`src/rtl/core/bps_pkg.sv`:
```
// bps_pkg: shared widths, reset values and register indexes for the
// barometric pressure smoother. No dependencies.

package bps_pkg;

   // field widths
   localparam int RAW_W      = 18;
   localparam int SAMPLE_W   = 17;
   localparam int THR_W      = 16;
   localparam int GAIN_W     = 9;
   localparam int FRAC_W     = 8;
   localparam int ACC_W      = SAMPLE_W + FRAC_W;
   localparam int CSR_IDX_W  = 2;
   localparam int CSR_DATA_W = 16;

   localparam int WINDOW_DEFAULT = 8;

   localparam logic [SAMPLE_W-1:0] PRESET_SAMPLE = 17'd100000;
   localparam logic [SAMPLE_W-1:0] OUT_MAX       = 17'd131071;
   localparam logic [ACC_W-1:0]    ACC_MAX       = {OUT_MAX, {FRAC_W{1'b0}}};
   localparam logic [ACC_W-1:0]    ACC_RESET     = {PRESET_SAMPLE, {FRAC_W{1'b0}}};
   localparam logic [GAIN_W-1:0]   GAIN_ONE      = 9'd256;

   localparam logic [THR_W-1:0]  THR_RESET       = 16'd100;
   localparam logic [GAIN_W-1:0] FAST_GAIN_RESET = 9'd72;
   localparam logic [GAIN_W-1:0] SLOW_GAIN_RESET = 9'd10;

   // register indexes
   localparam logic [CSR_IDX_W-1:0] CSR_JUMP_THRESHOLD = 2'd0;
   localparam logic [CSR_IDX_W-1:0] CSR_FAST_GAIN      = 2'd1;
   localparam logic [CSR_IDX_W-1:0] CSR_SLOW_GAIN      = 2'd2;

endpackage

```
`src/rtl/core/bps_ifs.sv`:
```
// bps_ifs: valid/ready channel interfaces for sample requests, results and
// register writes. Depends on bps_pkg.

interface bps_req_if;
   logic                               valid;
   logic                               ready;
   logic signed [bps_pkg::RAW_W-1:0]   raw_pressure;

   modport source (output valid, output raw_pressure, input ready);
   modport sink   (input valid, input raw_pressure, output ready);
endinterface

interface bps_rsp_if;
   logic                               valid;
   logic                               ready;
   logic [bps_pkg::SAMPLE_W-1:0]       smooth_pressure;
   logic [bps_pkg::SAMPLE_W-1:0]       window_average;
   logic                               fast_used;

   modport source (output valid, output smooth_pressure, output window_average,
                   output fast_used, input ready);
   modport sink   (input valid, input smooth_pressure, input window_average,
                   input fast_used, output ready);
endinterface

interface bps_csr_if;
   logic                               valid;
   logic                               ready;
   logic [bps_pkg::CSR_IDX_W-1:0]      index;
   logic [bps_pkg::CSR_DATA_W-1:0]     data;

   modport source (output valid, output index, output data, input ready);
   modport sink   (input valid, input index, input data, output ready);
endinterface

```
`src/rtl/core/baro_pressure_smoother.sv`:
```
// baro_pressure_smoother: moving average plus two-speed exponential smoother
// for pressure samples. Depends on bps_pkg and the channel interfaces in bps_ifs.
//
// Usage:
//  - req_bus carries one signed sample (0.01 mbar) per request; negative
//    samples count as zero. rsp_bus returns one result per request: the
//    rounded smoothed pressure, the rounded window average and a flag that
//    says the fast gain was used.
//  - csr_bus writes jump_threshold (index 0), fast_gain (1), slow_gain (2);
//    other indexes are dropped. It is always ready; write it only while idle.
//  - Four-stage pipeline: input register, window-sum stage, average stage
//    (one reciprocal multiply), output register holding the smoother update.
//    An accepted request passes through these registers in order to rsp_bus.
//  - Throughput: one request per cycle while rsp_bus is ready. The bound is the
//    smoother loop in the last stage (one 10x26 multiply feeding the Q8 accumulator).
//  - Each stage has its own valid bit and ready term, so a stalled result
//    only holds the stages behind it once they are full; earlier bubbles
//    still fill.
//  - Reset (synchronous): ring entries read as 1000 mbar through per-entry
//    valid bits, sum and smoother preset to match, registers to defaults.

module baro_pressure_smoother #(
   parameter int WINDOW = bps_pkg::WINDOW_DEFAULT   // 2..64
) (
   input  logic      clock,
   input  logic      reset,
   bps_req_if.sink   req_bus,
   bps_rsp_if.source rsp_bus,
   bps_csr_if.sink   csr_bus
);
   import bps_pkg::*;

   // window arithmetic sizing
   localparam int PW   = $clog2(WINDOW);
   localparam int SUMW = $clog2(WINDOW * int'(OUT_MAX) + WINDOW / 2 + 1);
   localparam int SH   = SUMW + PW;
   localparam int MW   = SUMW + 1;
   localparam longint unsigned RECIP = ((64'd1 << SH) + WINDOW - 1) / WINDOW;
   localparam int AVW  = SUMW + MW - SH;
   localparam int PROD_W = GAIN_W + 1 + ACC_W + 1;

   localparam logic [PW-1:0]          POS_LAST  = PW'(WINDOW - 1);
   localparam logic [SUMW-1:0]        SUM_RESET = SUMW'(WINDOW * int'(PRESET_SAMPLE));
   localparam logic [SUMW-1:0]        HALF_WIN  = SUMW'(WINDOW / 2);
   localparam logic [MW-1:0]          RECIP_M   = RECIP[MW-1:0];
   localparam logic signed [PROD_W-1:0] ROUND_T = PROD_W'(1 << (FRAC_W - 1));

   // ---------------- configuration registers ----------------
   logic [THR_W-1:0]  thr_ff;
   logic [GAIN_W-1:0] fast_gain_ff;
   logic [GAIN_W-1:0] slow_gain_ff;

   assign csr_bus.ready = 1'b1;

   always_ff @(posedge clock) begin
      if (reset) begin
         thr_ff       <= THR_RESET;
         fast_gain_ff <= FAST_GAIN_RESET;
         slow_gain_ff <= SLOW_GAIN_RESET;
      end else if (csr_bus.valid) begin
         unique case (csr_bus.index)
            CSR_JUMP_THRESHOLD: thr_ff       <= csr_bus.data;
            CSR_FAST_GAIN:      fast_gain_ff <= csr_bus.data[GAIN_W-1:0];
            CSR_SLOW_GAIN:      slow_gain_ff <= csr_bus.data[GAIN_W-1:0];
            default: ;
         endcase
      end
   end

   // ---------------- pipeline control ----------------
   logic v1_ff, v2_ff, v3_ff, rsp_valid_ff;
   logic rdy1, rdy2, rdy3, rdy4;
   logic take, mv12, mv23, mv34;

   assign rdy4 = !rsp_valid_ff || rsp_bus.ready;
   assign rdy3 = !v3_ff || rdy4;
   assign rdy2 = !v2_ff || rdy3;
   assign rdy1 = !v1_ff || rdy2;

   assign req_bus.ready = rdy1;
   assign take = req_bus.valid && rdy1;
   assign mv12 = v1_ff && rdy2;
   assign mv23 = v2_ff && rdy3;
   assign mv34 = v3_ff && rdy4;

   always_ff @(posedge clock) begin
      if (reset) begin
         v1_ff        <= 1'b0;
         v2_ff        <= 1'b0;
         v3_ff        <= 1'b0;
         rsp_valid_ff <= 1'b0;
      end else begin
         v1_ff        <= take || (v1_ff && !rdy2);
         v2_ff        <= mv12 || (v2_ff && !rdy3);
         v3_ff        <= mv23 || (v3_ff && !rdy4);
         rsp_valid_ff <= mv34 || (rsp_valid_ff && !rsp_bus.ready);
      end
   end

   // ---------------- stage 1: clamp negative samples ----------------
   logic [SAMPLE_W-1:0] sample_ff;

   always_ff @(posedge clock) begin
      if (take) begin
         sample_ff <= req_bus.raw_pressure[RAW_W-1] ? '0
                                                    : req_bus.raw_pressure[SAMPLE_W-1:0];
      end
   end

   // ---------------- stage 2: ring and running sum ----------------
   // rd_*_ff always holds the entry at pos_ff, prefetched as pos_ff advances.
   logic [SAMPLE_W-1:0] ring_mem [WINDOW];
   logic [WINDOW-1:0]   ring_vld_ff;
   logic [PW-1:0]       pos_ff;
   logic [PW-1:0]       pos_in;
   logic [PW-1:0]       rd_addr;
   logic [SAMPLE_W-1:0] rd_raw_ff;
   logic                rd_vld_ff;
   logic [SAMPLE_W-1:0] old_sample;
   logic [SUMW-1:0]     window_sum_ff;

   assign pos_in     = (pos_ff == POS_LAST) ? '0 : pos_ff + PW'(1);
   assign rd_addr    = mv12 ? pos_in : pos_ff;
   assign old_sample = rd_vld_ff ? rd_raw_ff : PRESET_SAMPLE;

   always_ff @(posedge clock) begin
      if (mv12) begin
         ring_mem[pos_ff] <= sample_ff;
      end
      rd_raw_ff <= ring_mem[rd_addr];
   end

   always_ff @(posedge clock) begin
      if (reset) begin
         ring_vld_ff   <= '0;
         rd_vld_ff     <= 1'b0;
         pos_ff        <= '0;
         window_sum_ff <= SUM_RESET;
      end else begin
         rd_vld_ff <= ring_vld_ff[rd_addr];
         if (mv12) begin
            ring_vld_ff[pos_ff] <= 1'b1;
            pos_ff              <= pos_in;
            window_sum_ff       <= window_sum_ff - SUMW'(old_sample) + SUMW'(sample_ff);
         end
      end
   end

   // ---------------- stage 3: rounded average by reciprocal ----------------
   logic [SUMW-1:0]    sum_rnd;
   logic [SUMW+MW-1:0] avg_prod;
   logic [AVW-1:0]     avg_wide;
   logic [SAMPLE_W-1:0] avg3_ff;

   assign sum_rnd  = window_sum_ff + HALF_WIN;
   assign avg_prod = (SUMW+MW)'(sum_rnd) * (SUMW+MW)'(RECIP_M);
   assign avg_wide = avg_prod[SUMW+MW-1:SH];

   always_ff @(posedge clock) begin
      if (mv23) begin
         avg3_ff <= (avg_wide > AVW'(OUT_MAX)) ? OUT_MAX : avg_wide[SAMPLE_W-1:0];
      end
   end

   // ---------------- stage 4: two-speed smoother and result ----------------
   logic [ACC_W-1:0]           acc_ff;
   logic signed [ACC_W:0]      diff;
   logic [ACC_W:0]             mag;
   logic                       fast;
   logic [GAIN_W-1:0]          gain_sel;
   logic [GAIN_W-1:0]          gain;
   logic signed [PROD_W-1:0]   prod;
   logic signed [PROD_W-1:0]   step;
   logic signed [PROD_W:0]     acc_sum;
   logic [ACC_W-1:0]           acc_in;
   logic [ACC_W:0]             acc_rnd;
   logic [SAMPLE_W:0]          smooth_wide;
   logic [SAMPLE_W-1:0]        smooth_ff;
   logic [SAMPLE_W-1:0]        avg_out_ff;
   logic                       fast_ff;

   always_comb begin
      diff     = $signed({1'b0, avg3_ff, {FRAC_W{1'b0}}}) - $signed({1'b0, acc_ff});
      mag      = diff[ACC_W] ? (~diff + (ACC_W+1)'(1)) : diff;
      fast     = mag > {2'b00, thr_ff, {FRAC_W{1'b0}}};
      gain_sel = fast ? fast_gain_ff : slow_gain_ff;
      gain     = (gain_sel > GAIN_ONE) ? GAIN_ONE : gain_sel;
      prod     = PROD_W'($signed({1'b0, gain})) * PROD_W'(diff);
      // floor((gain*diff + half) / 256)
      step     = (prod + ROUND_T) >>> FRAC_W;
      acc_sum  = $signed({{(PROD_W+1-ACC_W){1'b0}}, acc_ff}) + $signed({step[PROD_W-1], step});
      priority if (acc_sum[PROD_W]) begin
         acc_in = '0;
      end else if (acc_sum > $signed({{(PROD_W+1-ACC_W){1'b0}}, ACC_MAX})) begin
         acc_in = ACC_MAX;
      end else begin
         acc_in = acc_sum[ACC_W-1:0];
      end
      acc_rnd     = {1'b0, acc_in} + (ACC_W+1)'(ROUND_T);
      smooth_wide = acc_rnd[ACC_W:FRAC_W];
   end

   always_ff @(posedge clock) begin
      if (reset) begin
         acc_ff <= ACC_RESET;
      end else if (mv34) begin
         acc_ff <= acc_in;
      end
   end

   always_ff @(posedge clock) begin
      if (mv34) begin
         smooth_ff  <= (smooth_wide > (SAMPLE_W+1)'(OUT_MAX)) ? OUT_MAX
                                                              : smooth_wide[SAMPLE_W-1:0];
         avg_out_ff <= avg3_ff;
         fast_ff    <= fast;
      end
   end

   assign rsp_bus.valid           = rsp_valid_ff;
   assign rsp_bus.smooth_pressure = smooth_ff;
   assign rsp_bus.window_average  = avg_out_ff;
   assign rsp_bus.fast_used       = fast_ff;

`ifndef SYNTHESIS
   a_acc_range: assert property (@(posedge clock) disable iff (reset)
      acc_ff <= ACC_MAX)
      else $error("smoother accumulator above its ceiling");

   a_sum_range: assert property (@(posedge clock) disable iff (reset)
      window_sum_ff <= SUMW'(WINDOW * int'(OUT_MAX)))
      else $error("window sum above WINDOW full-scale samples");

   a_pos_range: assert property (@(posedge clock) disable iff (reset)
      pos_ff <= POS_LAST)
      else $error("ring position past the window");

   a_out_tracks_acc: assert property (@(posedge clock) disable iff (reset)
      rsp_valid_ff |->
         smooth_ff == acc_ff[ACC_W-1:FRAC_W] + SAMPLE_W'(acc_ff[FRAC_W-1]))
      else $error("shown result does not match the smoother state");

   a_take_fills: assert property (@(posedge clock) disable iff (reset)
      take |=> v1_ff)
      else $error("accepted request lost at the input stage");
`endif

endmodule

```
`src/flat_wrapper.sv`:
```
// flat-port wrapper written by rule: the top's interface ports become plain ports
module baro_pressure_smoother_flat import bps_pkg::*;
#(
   parameter int WINDOW = bps_pkg::WINDOW_DEFAULT           
)
  (clock, reset, req_bus_valid, req_bus_raw_pressure, req_bus_ready, rsp_bus_valid, rsp_bus_smooth_pressure, rsp_bus_window_average, rsp_bus_fast_used, rsp_bus_ready, csr_bus_valid, csr_bus_index, csr_bus_data, csr_bus_ready);
  bps_req_if req_bus_i ();
  bps_rsp_if rsp_bus_i ();
  bps_csr_if csr_bus_i ();
  input  logic clock;
  input  logic reset;
  input wire logic [$bits(req_bus_i.valid)-1:0] req_bus_valid;
  input wire logic [$bits(req_bus_i.raw_pressure)-1:0] req_bus_raw_pressure;
  output wire logic [$bits(req_bus_i.ready)-1:0] req_bus_ready;
  output wire logic [$bits(rsp_bus_i.valid)-1:0] rsp_bus_valid;
  output wire logic [$bits(rsp_bus_i.smooth_pressure)-1:0] rsp_bus_smooth_pressure;
  output wire logic [$bits(rsp_bus_i.window_average)-1:0] rsp_bus_window_average;
  output wire logic [$bits(rsp_bus_i.fast_used)-1:0] rsp_bus_fast_used;
  input wire logic [$bits(rsp_bus_i.ready)-1:0] rsp_bus_ready;
  input wire logic [$bits(csr_bus_i.valid)-1:0] csr_bus_valid;
  input wire logic [$bits(csr_bus_i.index)-1:0] csr_bus_index;
  input wire logic [$bits(csr_bus_i.data)-1:0] csr_bus_data;
  output wire logic [$bits(csr_bus_i.ready)-1:0] csr_bus_ready;
  assign req_bus_i.valid = req_bus_valid;
  assign req_bus_i.raw_pressure = req_bus_raw_pressure;
  assign req_bus_ready = req_bus_i.ready;
  assign rsp_bus_valid = rsp_bus_i.valid;
  assign rsp_bus_smooth_pressure = rsp_bus_i.smooth_pressure;
  assign rsp_bus_window_average = rsp_bus_i.window_average;
  assign rsp_bus_fast_used = rsp_bus_i.fast_used;
  assign rsp_bus_i.ready = rsp_bus_ready;
  assign csr_bus_i.valid = csr_bus_valid;
  assign csr_bus_i.index = csr_bus_index;
  assign csr_bus_i.data = csr_bus_data;
  assign csr_bus_ready = csr_bus_i.ready;
  baro_pressure_smoother #(.WINDOW(WINDOW)) u_core (.clock(clock), .reset(reset), .req_bus(req_bus_i), .rsp_bus(rsp_bus_i), .csr_bus(csr_bus_i));
endmodule
```
`config.mk`:
```
export PLATFORM = sky130hd
export DESIGN_NAME = baro_pressure_smoother_flat
export DESIGN_NICKNAME = d
export VERILOG_FILES = /design/src/rtl/core/bps_pkg.sv /design/src/rtl/core/bps_ifs.sv /design/src/rtl/core/baro_pressure_smoother.sv /design/src/flat_wrapper.sv
export SDC_FILE = /design/constraint.sdc
export NUM_CORES = 1
export LEC_CHECK = 0
export BUFFER_PORTS_ARGS = -buffer_cell sky130_fd_sc_hd__buf_4
export CAP_MARGIN = 15
export CELL_PAD_IN_SITES_DETAIL_PLACEMENT = 2
export CELL_PAD_IN_SITES_GLOBAL_PLACEMENT = 2
export CORE_MARGIN = 2
export CORE_UTILIZATION = 45
export CTS_CLUSTER_DIAMETER = 30
export DETAILED_ROUTE_END_ITERATION = 10
export PLACE_DENSITY = 0.95
export SLEW_MARGIN = 25
export SYNTH_ARGS = -nofsm -noshare
export SYNTH_HDL_FRONTEND = slang
export SYNTH_SLANG_ARGS = --single-unit
```
`constraint.sdc`:
```
create_clock -name clock -period 28 [get_ports clock]
set_input_delay 2.8 -clock clock [delete_from_list [all_inputs] [get_ports clock]]
set_output_delay 2.8 -clock clock [all_outputs]
set_load 0.005 [all_outputs]
```
==> Yosys cells after proc, flatten, opt, wreduce, memory -nomap -nowiden <==
Memories as Yosys holds them, arrays and structs flattened. A register that Yosys moved wholly into a read port is not among the register bits.
Cells that the tools add are included.
{ "totals": {"register_bits": 164, "ramBits": 136, "word_cells": 84, "n_memories": 1} }
{ "mem_list": {"columns": ["memory", "words", "word_bits", "read_ports", "rd_clocked_by_memory_dff", "wr", "line_no", "source"], "rows": [
  ["u_core.ring_mem", 8, 17, 1, 1, 1, "baro_pressure_smoother.sv:112", "logic [SAMPLE_W-1:0] ring_mem [WINDOW];"]
]} }
{ "classes": {"n_addsub": 9, "multipliers": 1, "n_lt_le_gt_ge": 8, "n_eq_ne": 3, "n_mux": 14, "bitwise_logic": 2, "n_reduce_logical": 29} }
{ "ops": {"columns": ["operator", "count"], "rows": [
  ["$mux 25", 2],
  ["$gt 37x26->1 const B", 1],
  ["$add 36x9->36 const B", 1],
  ["$mul 10x26->36", 1],
  ["$add 26x28->29", 1],
  ["$add 25x8->26 const B", 1],
  ["$add 26x2->26 const B", 1],
  ["$gt 26x24->1", 1],
  ["$mux 26", 1],
  ["$not 26->26", 1],
  ["$sub 25x25->26", 1],
  ["$add 20x17->20", 1],
  ["$add 20x3->20 const B", 1],
  ["$sub 20x17->20", 1],
  ["$gt 18x17->1 const B", 1],
  ["$mux 9", 2],
  ["$gt 17x17->1 const B", 1],
  ["$mux 17", 1],
  ["$gt 9x9->1 const B", 1],
  ["$logic_and 1x1->1", 9],
  ["$logic_not 1->1", 8],
  ["$logic_or 1x1->1", 8],
  ["$lt 3x4->1 const B", 2],
  ["$or 8x8->8", 1],
  ["other kinds (11)", 17]
]} }

==> Longest topological paths before layout <==
Gate-level depths: netlist of run 1.
{ "depth": {"ltp_word": 16, "depth_mapped": 73, "mapped_depth_nobuf": 69} }

==> Worst setup path after synthesis of run 1 <==
Ideal clock, no wire load.
{ "synth_timing": {"path_type": "flip-flop to flip-flop", "start": "register u_core.avg3_ff[0]", "end": "register u_core.smooth_ff[15], in the netlist u_core.rsp_bus.smooth_pressure[15], data pin", "setup_time_ns": 0.270, "arrival_time_ns": 14.452, "required_time_ns": 27.730, "path_slack_ns": 13.278, "stages_incl_launch_ff": 68, "synth_period_minus_slack_ns": 14.722, "path_cell_list": "edfxtp_1 > ha_1 > clkbuf_1 > or3b_2 > nor4_1 > nor3_1 > xor2_1 > nand3_1 > nor4_1 > nor2_1 > xnor2_1 > ha_1 > and4_1 > nand3_1 > or4_1 > a211oi_1 > nor3_1 > and2b_2 > (+32 left out) > a211oi_1 > o21ai_0 > nand3b_1 > a41oi_1 > o21bai_1 > a21o_1 > a211oi_1 > mux2i_1 > nor4b_4 > a2bb2oi_2 > buf_4 > and2_1 > ha_1 > and4_1 > and2_1 > nand3_1 > mux2i_1 > a21oi_1"} }
{ "synth_between": {"elab_chain_cells": 16} }
{ "synth_rtl": {"columns": ["element", "line_no", "source"], "rows": [
  ["from (decl)", "baro_pressure_smoother.sv:153", "logic [SAMPLE_W-1:0] avg3_ff;"],
  ["from (signal assigned)", "baro_pressure_smoother.sv:161", "avg3_ff <= (avg_wide > AVW'(OUT_MAX)) ? OUT_MAX : avg_wide[SAMPLE_W-1:0];"],
  ["$sub 25x25->26 *", "baro_pressure_smoother.sv:183", "diff = $signed({1'b0, avg3_ff, {FRAC_W{1'b0}}}) - $signed({1'b0, acc_ff});"],
  ["$not 26->26", "baro_pressure_smoother.sv:184", "mag = diff[ACC_W] ? (~diff + (ACC_W+1)'(1)) : diff;"],
  ["$add 26x2->26", "baro_pressure_smoother.sv:184", null],
  ["$mux 26 *", "baro_pressure_smoother.sv:184", null],
  ["$gt 26x24->1 *", "baro_pressure_smoother.sv:185", "fast = mag > {2'b00, thr_ff, {FRAC_W{1'b0}}};"],
  ["named net u_core.fast", "baro_pressure_smoother.sv:169", "logic fast;"],
  ["$mux 9 *", "baro_pressure_smoother.sv:186", "gain_sel = fast ? fast_gain_ff : slow_gain_ff;"],
  ["$gt 9x9->1", "baro_pressure_smoother.sv:187", "gain = (gain_sel > GAIN_ONE) ? GAIN_ONE : gain_sel;"],
  ["(+2 left out)", null, null],
  ["$add 36x9->36 *", "baro_pressure_smoother.sv:190", "step = (prod + ROUND_T) >>> FRAC_W;"],
  ["$add 26x28->29 *", "baro_pressure_smoother.sv:191", "acc_sum = $signed({{(PROD_W+1-ACC_W){1'b0}}, acc_ff}) + $signed({step[PROD_W-1], step});"],
  ["$gt 37x26->1", "baro_pressure_smoother.sv:194", "end else if (acc_sum > $signed({{(PROD_W+1-ACC_W){1'b0}}, ACC_MAX})) begin"],
  ["$mux 25", "baro_pressure_smoother.sv:194", null],
  ["$mux 25 *", "baro_pressure_smoother.sv:192", "priority if (acc_sum[PROD_W]) begin"],
  ["named net u_core.acc_in[7]", "baro_pressure_smoother.sv:175", "logic [ACC_W-1:0] acc_in;"],
  ["$add 25x8->26 *", "baro_pressure_smoother.sv:199", "acc_rnd = {1'b0, acc_in} + (ACC_W+1)'(ROUND_T);"],
  ["$gt 18x17->1", "baro_pressure_smoother.sv:213", "smooth_ff <= (smooth_wide > (SAMPLE_W+1)'(OUT_MAX)) ? OUT_MAX"],
  ["to (signal assigned)", "baro_pressure_smoother.sv:213", null],
  ["to (decl)", "baro_pressure_smoother.sv:178", "logic [SAMPLE_W-1:0] smooth_ff;"]
]} }
Mark *: on every way through the listed nets, which the timed path passes. The rest lies on a longest branch.
A chain may end at the register's enable or synchronous reset.

==> Worst setup path after layout of run 1 <==
{ "layout_timing": {"start": "register u_core.acc_ff[8]", "end": "register u_core.smooth_ff[15], in the netlist u_core.rsp_bus.smooth_pressure[15], data pin"} }
{ "layout_between": {"elab_chain_cells": 16} }
{ "layout_rtl": {"columns": ["element", "line_no", "source"], "rows": [
  ["from (decl)", "baro_pressure_smoother.sv:166", "logic [ACC_W-1:0] acc_ff;"],
  ["from (signal assigned)", "baro_pressure_smoother.sv:207", "acc_ff <= acc_in;"],
  ["$sub 25x25->26 *", "baro_pressure_smoother.sv:183", null],
  ["$not 26->26", "baro_pressure_smoother.sv:184", null],
  ["$add 26x2->26", "baro_pressure_smoother.sv:184", null],
  ["$mux 26 *", "baro_pressure_smoother.sv:184", null],
  ["$gt 26x24->1 *", "baro_pressure_smoother.sv:185", null],
  ["named net u_core.fast", "baro_pressure_smoother.sv:169", null],
  ["$mux 9 *", "baro_pressure_smoother.sv:186", null],
  ["$gt 9x9->1", "baro_pressure_smoother.sv:187", null],
  ["(+2 left out)", null, null],
  ["$add 36x9->36 *", "baro_pressure_smoother.sv:190", null],
  ["$add 26x28->29 *", "baro_pressure_smoother.sv:191", null],
  ["$gt 37x26->1", "baro_pressure_smoother.sv:194", null],
  ["$mux 25", "baro_pressure_smoother.sv:194", null],
  ["$mux 25 *", "baro_pressure_smoother.sv:192", null],
  ["named net u_core.acc_in[7]", "baro_pressure_smoother.sv:175", null],
  ["$add 25x8->26 *", "baro_pressure_smoother.sv:199", null],
  ["$gt 18x17->1", "baro_pressure_smoother.sv:213", null]
]} }
Marked as above.

==> summary.txt, run 1 <==
diodes inserted -> 0
Row Count -> 87
ys async rst share -> 0
multiplexer share of the synthesized area -> 0.0483
initial antenna violation count -> 3
crit path from -> u_core.acc_ff[8]
count leader, synth -> inv_1
# hold bufs at CTS -> 0
Inserted Clock Buffers -> 79
wl on met1 -> 45600 um
GRT overflow -> 0
Main synth FF type -> edfxtp_1
Reg2Reg Depth -> 63
first-pass GRT wire length -> 192000 um
Min-Delay Path Class -> reg2reg
Final Net Count -> 3144
Worst setup SP type -> flop
final-report max-slew violation count -> 0
Slowest cell on crit path -> a2111oi_2
Worst-path clk slew -> 0.05 ns
number of synthesized flops with an enable pin -> 205
metal2 WL -> 62900 um
number of port buffers -> 77
H-Tree Depth -> 3
vias per cell -> 6.70
CP bufs+invs -> 8
Max Clock Skew -> 0.0644 ns
crit path DAT -> 19.37 ns
mean post-synth cell area -> 9.86 um^2
delay-heaviest family, CP -> compound AO/OA/AOI/OAI gates
Layout area overhead -> 16.8%
Die Y -> 243 um
Placement Cell Area -> 0.0272 mm^2
post-CTS setup buffer count -> 0
Final Cell Area -> 0.0301 mm^2
via count of the first global-routing pass -> 26.8k
Initial Utilization -> 0.456
wire per inst -> 37.6 um
reg2reg start -> u_core.acc_ff[8]
maximum buffer depth of the clock tree -> 3
DIE WIDTH -> 243 um
largest net degree at the start of global routing -> 68
Seq/Total Area, Yosys -> 0.326
FMAX -> 0.0526 GHz
commonest cells in the netlist -> inv_1 (357), nand2_1 (284), nor2_1 (220), fa_1 (210), edfxtp_1 (205)
DR pass1 iterations -> 8
count of different cell masters after synthesis -> 90
largest family of logic cells by synthesized area -> adder cells
mapped cell area -> 0.0257 mm^2
Routed Wire Length -> 133000 um
Synth Area in Simple Gates -> 0.147
post-synth top area share -> 0.239
Max-cap violations -> 0
Syn Nets -> 3052
largest cells by area after synthesis -> edfxtp_1 (24%), fa_1 (16%), ha_1 (9.2%)
setup violators final -> 0
Hold Path Stages -> 0
total track usage -> 0.449
Detailed Route Iter0 Violations -> 2748
Worst Setup End Kind -> flop
Mapped Cells -> 2611
post-route minimum period -> 19.03 ns
Non-Filler Instances -> 3526
Top-Level Pins -> 79
R2R Setup Slk -> 8.97 ns
post-route ant nets -> 0
YS warnings -> 0
area fraction in compound gates after synthesis -> 0.112
Max-slew headroom -> 0.226
total negative setup slack -> 0 ns
WS Path Type -> reg2reg
Critical Path RT -> 28.35 ns
status -> complete, no violations
post-CTS sizing -> 0
xor-xnor portion of the synthesized cell area -> 0.0422
dpl hpwl -> 82500 um
CTS tree -> yes
Vias -> 23.6k
met3 wire length -> 11400 um
DP Cell Count -> 3377
die area -> 0.0591 mm^2
fin crit share -> 0.680
layout cells sized above 1 -> 0.126
# DRC -> 0
worst skew pair latency -> 0.67 ns
Worst Path Max Fanout -> 22
RR Endpoint -> u_core.rsp_bus.smooth_pressure[15]
crit-path max cell delay -> 0.97 ns
worst slew pin tran -> 1.15 ns
post-synthesis register bit count -> 317
final hold vios -> 0
RSZ-0062 raised after global routing -> false
RD Place Congestion -> 0.960
Adder-Cell Fraction of Synth Area -> 0.256
CTS Sinks -> 317
uppermost layer routed -> met5
Hold Path End -> u_core.rsp_bus.window_average[9]
min-delay src -> u_core.avg3_ff[9]
core area -> 0.0565 mm^2
root buffer cell -> clkbuf_16
post-synth top area cell -> edfxtp_1
-- worst reg2reg max path: cells and delay by family (launching register included) --
family                   cells  cell delay, ns
flip-flops                   1            0.39
XOR/XNOR                     2            0.39
adder cells (fa/ha/maj)     10            4.44
AO/OA/AOI/OAI               19            6.28
multiplexers                 2            0.39
AND/OR/NAND/NOR             22            6.03
buffers and inverters        8            0.86
-- worst max-delay path by stage --
stage | end | slack, ns | cells past startpoint
finish | u_core.rsp_bus.smooth_pressure[15] | 8.97 | 63
floorplan | u_core.rsp_bus.smooth_pressure[15] | 13.28 | 67
global route | u_core.rsp_bus.smooth_pressure[15] | 8.43 | 65
global placement | u_core.rsp_bus.smooth_pressure[15] | 11.44 | 61
detailed placement | u_core.rsp_bus.smooth_pressure[15] | 10.05 | 63
CTS | u_core.rsp_bus.smooth_pressure[15] | 9.04 | 61
-- per-layer routing --
metal,vias to the layer above,global-route usage
li1,9117,-
met1,11991,0.489
met2,1731,0.741
met3,774,0.119
met4,2,0.363
met5,-,0
-- cells by family after synthesis --
logic type | count (synthesis)
multiplexers | 77
buffers and inverters | 459
adder cells (fa/ha/maj) | 400
AO/OA/AOI/OAI | 427
AND/OR/NAND/NOR | 806
flip-flops | 317
other | 1
XOR/XNOR | 124
-- state kept, by name, summed over array words and instances, names as in the netlist, 3 cells and up --
| name | count |
|---|---|
| u_core.acc_ff | 25 |
| u_core.avg3_ff | 17 |
| u_core.fast_gain_ff | 9 |
| u_core.pos_ff | 3 |
| u_core.rd_raw_ff | 17 |
| u_core.ring_mem | 136 |
| u_core.ring_vld_ff | 8 |
| u_core.rsp_bus.smooth_pressure | 17 |
| u_core.rsp_bus.window_average | 17 |
| u_core.sample_ff | 17 |
| u_core.slow_gain_ff | 9 |
| u_core.thr_ff | 16 |
| u_core.window_sum_ff | 20 |
-- per-stage QoR --
| step | hold WS (ns) | util | setup slack, ns |
|---|---|---|---|
| final | 0.464 | 0.532 | 8.97 |
| after CTS | 0.450 | 0.531 | 9.04 |
| after floorplan | 0.431 | - | 13.28 |
| after global placement | 0.438 | 0.482 | 11.44 |
| after detailed placement | 0.442 | 0.482 | 10.05 |
| after global routing | 0.461 | 0.532 | 8.43 |
-- cells in the final DEF (no fill, tap or decap), types with 16 or more instances in the layout --
cell	count
o21ai_0	59
fa_1	210
nand2b_1	19
mux2_2	18
clkbuf_16	79
nand3_1	38
mux2i_1	20
inv_1	357
buf_4	111
nor3_1	54
dfxtp_1	112
edfxtp_1	205
ha_1	190
nor2b_1	42
a31oi_1	22
o21a_1	16
nor2_1	218
and2_1	32
nand4_1	19
nand2_1	284
a21o_1	34
a21oi_1	125
xor2_1	39
a211oi_1	20
xnor2_1	85
mux4_2	36
-- layout make-up --
type	instances	area, um^2
multi-input combinational	1835	15700
inverter	358	1350
tap	756	946
clock buffer	97	2110
clock inverter	51	676
fill	5614	26400
timing repair buffer	112	838
sequential	317	8400
Power of run 1 is left out: the tool's default activity adds up to more than one toggle a clock period on the data nets, which glitch-free logic cannot reach.
==> inputs of run 2 (changes only) <==
--- a/config.mk
+++ b/config.mk
@@ -10,10 +10,10 @@
 export CELL_PAD_IN_SITES_DETAIL_PLACEMENT = 2
 export CELL_PAD_IN_SITES_GLOBAL_PLACEMENT = 2
 export CORE_MARGIN = 2
-export CORE_UTILIZATION = 45
+export CORE_UTILIZATION = 42
 export CTS_CLUSTER_DIAMETER = 30
 export DETAILED_ROUTE_END_ITERATION = 10
-export PLACE_DENSITY = 0.95
+export PLACE_DENSITY = 0.93
 export SLEW_MARGIN = 25
 export SYNTH_ARGS = -nofsm -noshare
 export SYNTH_HDL_FRONTEND = slang
==> constraint.sdc (replaced) <==
create_clock -name clock -period 17.7 [get_ports clock]
set_input_delay 1.77 -clock clock [delete_from_list [all_inputs] [get_ports clock]]
set_output_delay 1.77 -clock clock [all_outputs]
set_load 0.005 [all_outputs]
==> run 2 against run 1 <==
Compared with the run above: worst setup slack worse by 8.7 ns; die area is 7.0% higher; via count is 2.2% lower; count of clock-buffer cells in the layout is 3 lower; flip-flop and latch count stayed put; non-clock buffer count is 14 higher; cell count is 0.96% higher; routed wire length is 5.6% lower; maximum frequency is 9.1% higher; register-to-register slack worse by 8.7 ns.
==> summary.txt, run 2 (synthesis gave the netlist of run 1 again) <==
Initial Utilization -> 0.426
uppermost layer routed -> met5
crit-path max cell delay -> 0.72 ns
Die Y -> 252 um
first-pass GRT wire length -> 182000 um
reg2reg start -> u_core.acc_ff[8]
Worst-path clk slew -> 0.04 ns
crit path from -> u_core.acc_ff[8]
number of port buffers -> 77
layout cells sized above 1 -> 0.135
Min-Delay Path Class -> reg2reg
R2R Setup Slk -> 0.25 ns
final hold vios -> 0
Inserted Clock Buffers -> 76
Worst Path Max Fanout -> 28
min-delay src -> u_core.avg3_ff[2]
final-report max-slew violation count -> 0
Critical Path End -> u_core.rsp_bus.smooth_pressure[15]
status -> complete, no violations
delay-heaviest family, CP -> simple AND/OR/NAND/NOR gates
FMAX -> 0.0573 GHz
Critical Path RT -> 18.07 ns
maximum buffer depth of the clock tree -> 3
DR pass1 iterations -> 5
GRT overflow -> 0
fin util -> 0.499
dpl ws -> -0.111 ns
fin crit share -> 0.986
wl on met1 -> 44200 um
Vias -> 23.1k
worst skew pair latency -> 0.72 ns
# fillers -> 6036
post-route ant nets -> 0
setup violators final -> 0
root buffer cell -> clkbuf_16
met3 wire length -> 9610 um
core area -> 0.0605 mm^2
Final Net Count -> 3155
RR Endpoint -> u_core.rsp_bus.smooth_pressure[15]
# DRC -> 0
Largest register FFs -> 136
wire per inst -> 35.2 um
WP depth -> 56
# hold bufs at CTS -> 0
RD Place Congestion -> 0.953
largest net degree at the start of global routing -> 65
CTS tree -> yes
die area -> 0.0633 mm^2
most frequent cells in the layout -> inv_1 (357), nand2_1 (282), nor2_1 (217)
Max-cap violations -> 0
Routed Wire Length -> 125000 um
Max Clock Skew -> 0.0819 ns
Row Count -> 90
crit path DAT -> 17.82 ns
Top-Level Pins -> 79
CP bufs+invs -> 6
metal2 WL -> 60700 um
Reg2Reg Depth -> 56
total track usage -> 0.397
Layout area overhead -> 17.3%
H-Tree Depth -> 3
Worst setup SP type -> flop
via count of the first global-routing pass -> 26.1k
CTS Sinks -> 317
Largest Register -> u_core.ring_mem
post-route minimum period -> 17.45 ns
initial antenna violation count -> 2
final worst setup slack -> 0.253 ns
vias per cell -> 6.49
biggest regs -> u_core.ring_mem: 136 flops, u_core.acc_ff: 25 flops, u_core.window_sum_ff: 20 flops
DIE WIDTH -> 252 um
dpl hpwl -> 81000 um
WS Path Type -> reg2reg
Worst Setup End Kind -> flop
Slowest cell on crit path -> nor3_1
worst slew pin tran -> 1.15 ns
Max-slew headroom -> 0.233
Detailed Route Iter0 Violations -> 2046
most common cell after layout, fill and taps aside -> inv_1
[run 2: through the flow]
step / hold slack (ns) / area [um^2] / setup TNS (ns) / instances
after CTS: 0.458 / 30100 / 0 / 3554
final: 0.466 / 30200 / 0 / 3560
after global routing: 0.477 / 30200 / -0.270 / 3559
after floorplan: 0.431 / 25700 / 0 / 2611
after detailed placement: 0.446 / 27300 / -0.177 / 3413
after global placement: 0.434 / 27300 / 0 / 3413
[run 2: layout make-up]
cell class	count	area, um^2	share of cell area
multi-input combinational	1835	15800	0.524
sequential	317	8400	0.278
clock buffer	94	2040	0.0676
inverter	358	1350	0.0446
tap	782	978	0.0324
timing repair buffer	126	946	0.0313
clock inverter	47	662	0.0219
antenna	1	2.50	0.0000828
[run 2: worst min-delay path by stage]
stage,slack [ns],end,depth (start not counted)
after floorplan,0.43,u_core.rsp_bus.window_average[0],0
after global placement,0.43,u_core.rsp_bus.window_average[2],0
after detailed placement,0.45,u_core.rsp_bus.window_average[9],0
after CTS,0.46,u_core.rsp_bus.window_average[2],0
after global routing,0.48,u_core.rsp_bus.window_average[2],0
final,0.47,u_core.rsp_bus.window_average[2],0
[run 2: timing repair]
action,CTS,global route
setup endpoints to repair,9,42
cloned,0,0
pin swaps,0,2
buffers inserted,0,5
resized for setup,7,20
endpoints found under the hold margin,0,0
[run 2: metal layers]
| layer | vias to the layer above | GRT usage |
|---|---|---|
| met1 | 11925 | 0.432 |
| met4 | 2 | 0.294 |
| met3 | 641 | 0.101 |
| met5 | - | 0 |
| li1 | 9151 | - |
| met2 | 1382 | 0.672 |
Power of run 2 is left out for the same reason.
